### config.mk
export PLATFORM = sky130hd
export DESIGN_NAME = rme_deg
export DESIGN_NICKNAME = d
export VERILOG_FILES = /design/src/rme_pkg.sv /design/src/rme_deg.sv
export SDC_FILE = /design/constraint.sdc
export NUM_CORES = 1
export LEC_CHECK = 0
export ABC_CLOCK_PERIOD_IN_PS = 4900
export BUFFER_PORTS_ARGS = -buffer_cell sky130_fd_sc_hd__buf_2
export CAP_MARGIN = 10
export CORE_MARGIN = 1.5
export CORE_UTILIZATION = 48
export CTS_BUF_LIST = sky130_fd_sc_hd__clkbuf_2
export CTS_CLUSTER_DIAMETER = 30
export DETAILED_ROUTE_END_ITERATION = 12
export PLACE_DENSITY = 0.76
export SKIP_LAST_GASP = 1
export SLEW_MARGIN = 20
export SYNTH_ARGS = -nofsm -noshare
export SYNTH_HDL_FRONTEND = slang
export SYNTH_SLANG_ARGS = --single-unit
export TNS_END_PERCENT = 1
### constraint.sdc
create_clock -name clk -period 4.9 [get_ports clk]
set_input_delay 0.735 -clock clk [delete_from_list [all_inputs] [get_ports clk]]
set_output_delay 0.735 -clock clk [all_outputs]
set_load 0.005 [all_outputs]
### src/rme_pkg.sv
`timescale 1ns / 1ps
// ----------------------------------------------------------------------------
// Rotation matrix to Euler angles: shared package
// Widths, constants, the CORDIC arctangent table and the half-turn
// pre-rotation used ahead of every vectoring CORDIC.
// ----------------------------------------------------------------------------
package rme_pkg;

    localparam int ELEM_W          = 16;
    localparam int ELEM_FRAC_BITS  = 14;
    localparam int ANGLE_FRAC_BITS = 6;
    localparam int ANGLE_W         = 15;
    localparam int CORDIC_STAGES   = 16;
    localparam int GUARD           = 16;

    localparam int IN_DATA_W  = 7 * ELEM_W;
    localparam int OUT_DATA_W = ((3 * ANGLE_W + 7) / 8) * 8;

    // Elements and their products, scaled by the guard shift, fit here with
    // room for the CORDIC gain.
    localparam int PROD_W = 2 * ELEM_W;
    localparam int CW     = PROD_W + GUARD + 2;
    // Binary angle accumulator, 2^32 units per turn plus headroom.
    localparam int ZW     = 34;

    // Magnitude correction: 1/K in Q0.30.
    localparam int KR_W       = 34;
    localparam int INV_GAIN_W = 30;
    localparam int MUL_W      = KR_W + INV_GAIN_W;
    localparam logic [INV_GAIN_W-1:0] INV_GAIN = INV_GAIN_W'(652032874);

    // Degree scaling: 360 * 2^ANGLE_FRAC_BITS per turn.
    localparam int DEG_SCALE_W = 9 + ANGLE_FRAC_BITS;
    localparam logic [DEG_SCALE_W-1:0] DEG_SCALE = DEG_SCALE_W'(360) << ANGLE_FRAC_BITS;
    localparam int DEG_P_W = ZW + DEG_SCALE_W + 1;

    localparam logic signed [ZW-1:0] HALF_TURN = ZW'(1) << 31;
    localparam logic signed [ELEM_W-1:0] ELEM_ONE = ELEM_W'(1) << ELEM_FRAC_BITS;

    localparam logic [31:0] ATAN_TAB [32] = '{
        32'h20000000, 32'h12E4051E, 32'h09FB385B, 32'h051111D4, 32'h028B0D43,
        32'h0145D7E1, 32'h00A2F61E, 32'h00517C55, 32'h0028BE53, 32'h00145F2F,
        32'h000A2F98, 32'h000517CC, 32'h00028BE6, 32'h000145F3, 32'h0000A2F9,
        32'h0000517C, 32'h000028BE, 32'h0000145F, 32'h00000A2F, 32'h00000517,
        32'h0000028B, 32'h00000145, 32'h000000A2, 32'h00000051, 32'h00000028,
        32'h00000014, 32'h0000000A, 32'h00000005, 32'h00000002, 32'h00000001,
        32'h00000000, 32'h00000000
    };

    typedef struct packed {
        logic signed [CW-1:0] x;
        logic signed [CW-1:0] y;
        logic signed [ZW-1:0] z;
    } cvec_t;

    // A vector in the left half plane is turned by a half turn so that the
    // CORDIC only has to cover the right half plane.
    function automatic cvec_t prerotate(logic signed [CW-1:0] x, logic signed [CW-1:0] y);
        cvec_t v;
        v.x = x;
        v.y = y;
        v.z = '0;
        if (x < 0)
        begin
            v.x = -x;
            v.y = -y;
            v.z = (y >= 0) ? HALF_TURN : -HALF_TURN;
        end
        return v;
    endfunction

endpackage

### src/rme_deg.sv
`timescale 1ns / 1ps
// ----------------------------------------------------------------------------
// Binary angle to degrees
// Two stages: scale by 360 * 2^ANGLE_FRAC_BITS, then round half away from
// zero on the 2^32 turn and keep the low output bits.
// ----------------------------------------------------------------------------
module rme_deg
    import rme_pkg::*;
(
    input  logic                      clk,
    input  logic                      en,
    input  logic signed [ZW-1:0]      ang,
    output logic signed [ANGLE_W-1:0] deg
);

    localparam logic [DEG_P_W-1:0] DEG_RND = DEG_P_W'(1) << 31;

    logic signed [DEG_P_W-1:0] prod_reg;
    logic signed [DEG_P_W-1:0] prod_next;
    logic [DEG_P_W-1:0]        mag;
    logic [DEG_P_W-1:0]        rnd;
    logic [DEG_P_W-1:0]        res;
    logic signed [ANGLE_W-1:0] deg_reg;
    logic signed [ANGLE_W-1:0] deg_next;

    always_comb
    begin
        prod_next = DEG_P_W'(ang) * $signed({1'b0, DEG_SCALE});
        mag       = prod_reg[DEG_P_W-1] ? DEG_P_W'(-prod_reg) : DEG_P_W'(prod_reg);
        rnd       = (mag + DEG_RND) >> 32;
        res       = prod_reg[DEG_P_W-1] ? -rnd : rnd;
        deg_next  = $signed(res[ANGLE_W-1:0]);
    end

    always_ff @(posedge clk)
    begin
        if (en)
        begin
            prod_reg <= prod_next;
            deg_reg  <= deg_next;
        end
    end

    assign deg = deg_reg;

endmodule
==> flow_summary.ini <==
[die]
io_pins = 51
num_rows = 45
die_h_um = 127
die_width_um = 127
coreArea_sq_um = 15100
die_area_sq_um = 16200
start_util = 0.488

[route]
wl_met3_um = 271
wl_met2_um = 6210
wl_um = 13100
drtAntennaViolNets = 0
drt-met1-wl_um = 6480
routed-via-count = 5513
drt-initial-drc-count = 257
drt_first_pass_iters = 4
drc = 0
routed_via_density = 5.06
wl_per_cell_um = 12.0
highest_layer = met4

[logic_synthesis]
synth_area_per_cell_sq_um = 9.71
yosysSeqAreaShare = 0.219
synth_xor_area_frac = 0.0840
synth_compound_area_frac = 0.128
async_flop_share = 0
synthFlopType = edfxtp_1
synth-simple-area-share = 0.121
yosysWarnings = 0
synth_mux_area_frac = 0.00135
synth_edf_count = 54
postSynthCellCount = 761
synth_area_sq_um = 7390
syn_nets = 970
synth_top_family_by_area = adder cells
ys_ff_latch = 54
synth_fa_ha_area_frac = 0.358
ys_types = 61

[finish]
fin_util = 0.567
multiInputGateArea_sq_um = 5120
fin_area_sq_um = 8580
final_nets = 1110
synthToLayoutAreaGrowth_pct = 16.1
largest_reg_flops = 39
regArea_sq_um = 1620
fillers = 1298
drive_gt1_frac = 0.197
num_antenna_cells = 0

[min_path]
worstHoldEndpoint = prod_reg[10]
hold_class = in2reg
worstHoldStart = ang[1]
min_path_cells = 1

[critical_path]
worstPathMaxFanout = 4
start_kind = primary input
path_class = in2reg
rr_startpoint = prod_reg[12]
endpoint_kind = register
crit_arrival_ns = 4.88
r2r_cells = 14
crit_required_ns = 5.13
timing.rr.end = deg[12]
r2r_slack_ns = 0.90

[sta]
setup_viol = 0
rsz0062_at_grt = false
relSlewSlack = 0.571
setup_tns_ns = 0
period_share = 0.948
post-route-min-period_ns = 4.65
hold_viol_final = 0
tightest_slew_ns = 0.644
clock_skew_ns = 0.0206
setup_ws_ns = 0.254
drv_slew = 0
timing.fmax_ghz = 0.215

[cts]
cts_tree = done
clk_pin_slew_ns = 0.29
insertion_delay_ns = 0.45
cts.path.max_buffers = 2
postCtsSetupBuffers = 0
cts_resized = 0
ctsHoldBuffers = 0
clock_sinks = 54
cts-root-buf = clkbuf_2
cts-buffers-inserted = 5
h-tree-depth = 2

[grt]
grt_pass1_wl_um = 23300
grt_max_degree = 55
grt.overflow.total = 0
first_global_vias = 5366
globalRouteTotalUtil = 0.169
antenna_found_initial = 0

[pwr]
pwr-share-seq = 0.263
p_clk_frac = 0.047
power.leakage_nw = 4.24
total_power_mw = 4.12
p_comb_frac = 0.691
switching_share = 0.436
vdd_drop_max_v = 0.000188
powerDensity_nw_per_um2 = 479
p_int_mw = 2.32
p_switching_mw = 1.80

[run_status]
status = complete, no violations

[placement]
gp_congestion = 0.853
dpl-instance-area_sq_um = 8520
hpwl_um = 11300
io_buffers = 50
pre_cts_ws_ns = -0.398

[job]
max_cap_violations = 0
through the flow:
step                hold slack [ns]  cells
floorplan                     0.624    761
global placement              0.638   1082
detailed placement            0.647   1082
CTS                           0.499   1090
global route                  0.456   1090
finish                        0.512   1090
logic make-up after synthesis:
family / Yosys count
XOR/XNOR: 70
buffers and inverters: 171
multiplexers: 1
AND/OR/NAND/NOR: 155
adder cells (fa/ha/maj): 173
AO/OA/AOI/OAI: 137
flip-flops: 54
layer usage:
layer,vias up,track usage
met5,-,0
met1,2559,0.237
met3,12,0.0113
met2,83,0.294
li1,2859,-
met4,0,0.0267
critical path: stages:
cell and delay, ns:
buf_2 0.13, ha_1 0.30, ha_1 0.30, fa_1 0.53, inv_1 0.05, fa_1 0.49, inv_1 0.04, ha_1 0.32
a21o_1 0.19, a21o_1 0.17, a21oi_1 0.18, o21ai_0 0.14, a22oi_1 0.18, a31oi_1 0.12, o21ai_0 0.15, buf_4 0.15
a211oi_2 0.08, or3_1 0.37, a21oi_1 0.18, xnor2_1 0.08
layout make-up:
cell class	instances	share of cell area
well taps	188	0.0274
repair buffers	143	0.111
clock buffers	5	0.00292
clock inverters	3	0.00335
inverters	161	0.0704
flip-flops and latches	54	0.189
multi-input cells	536	0.596
power by group through the flow:
stage | Clock [mW] | Sequential [mW] | Combinational (mW)
2_1_floorplan | 0 | 1.02 | 2.04
3_3_place_gp | 0 | 1.08 | 2.75
3_5_place_dp | 0 | 1.10 | 2.84
4_1_cts | 0.201 | 1.08 | 2.85
5_1_grt | 0.220 | 1.11 | 3.22
6_report | 0.193 | 1.08 | 2.84
cells in the final DEF (no fill, tap or decap), types with 9 or more instances in the layout:
cell type / n
or3_1: 10
nand3_1: 10
xnor2_1: 56
a21oi_1: 27
edfxtp_1: 54
buf_4: 94
a31oi_1: 12
o21ai_0: 25
xor2_1: 13
ha_1: 109
buf_2: 49
a21o_1: 18
o21bai_1: 9
nor3_1: 13
inv_1: 161
fa_1: 64
nor2_1: 35
nand2_1: 38
worst max-delay path by stage:
stage,start,endpoint,slack [ns]
global route,ang[14],prod_reg[45],0.04
finish,ang[14],prod_reg[45],0.25
floorplan,ang[6],prod_reg[45],0.01
global placement,ang[14],prod_reg[49],-0.26
detailed placement,ang[14],prod_reg[49],-0.40
CTS,ang[14],prod_reg[49],0.12
synthesized netlist by cell type (all sizes together) (6+ instances only):
| master | count | area [sq um] |
|---|---|---|
| a211oi | 7 | 62.6 |
| a21o | 18 | 135 |
| a21oi | 27 | 135 |
| a31oi | 12 | 75.1 |
| and4 | 6 | 55.1 |
| clkbuf | 8 | 30.0 |
| edfxtp | 54 | 1620 |
| fa | 64 | 1280 |
| ha | 109 | 1360 |
| inv | 161 | 604 |
| nand2 | 38 | 143 |
| nand3 | 10 | 50.1 |
| nand4 | 7 | 58.8 |
| nor2 | 35 | 131 |
| nor3 | 14 | 75.1 |
| nor4 | 8 | 125 |
| o21ai | 31 | 159 |
| o21bai | 10 | 86.3 |
| o31ai | 6 | 45.0 |
| or2 | 6 | 37.5 |
| or3 | 10 | 62.6 |
| xnor2 | 56 | 490 |
| xor2 | 14 | 130 |
Power figures use the tool's default switching activity.
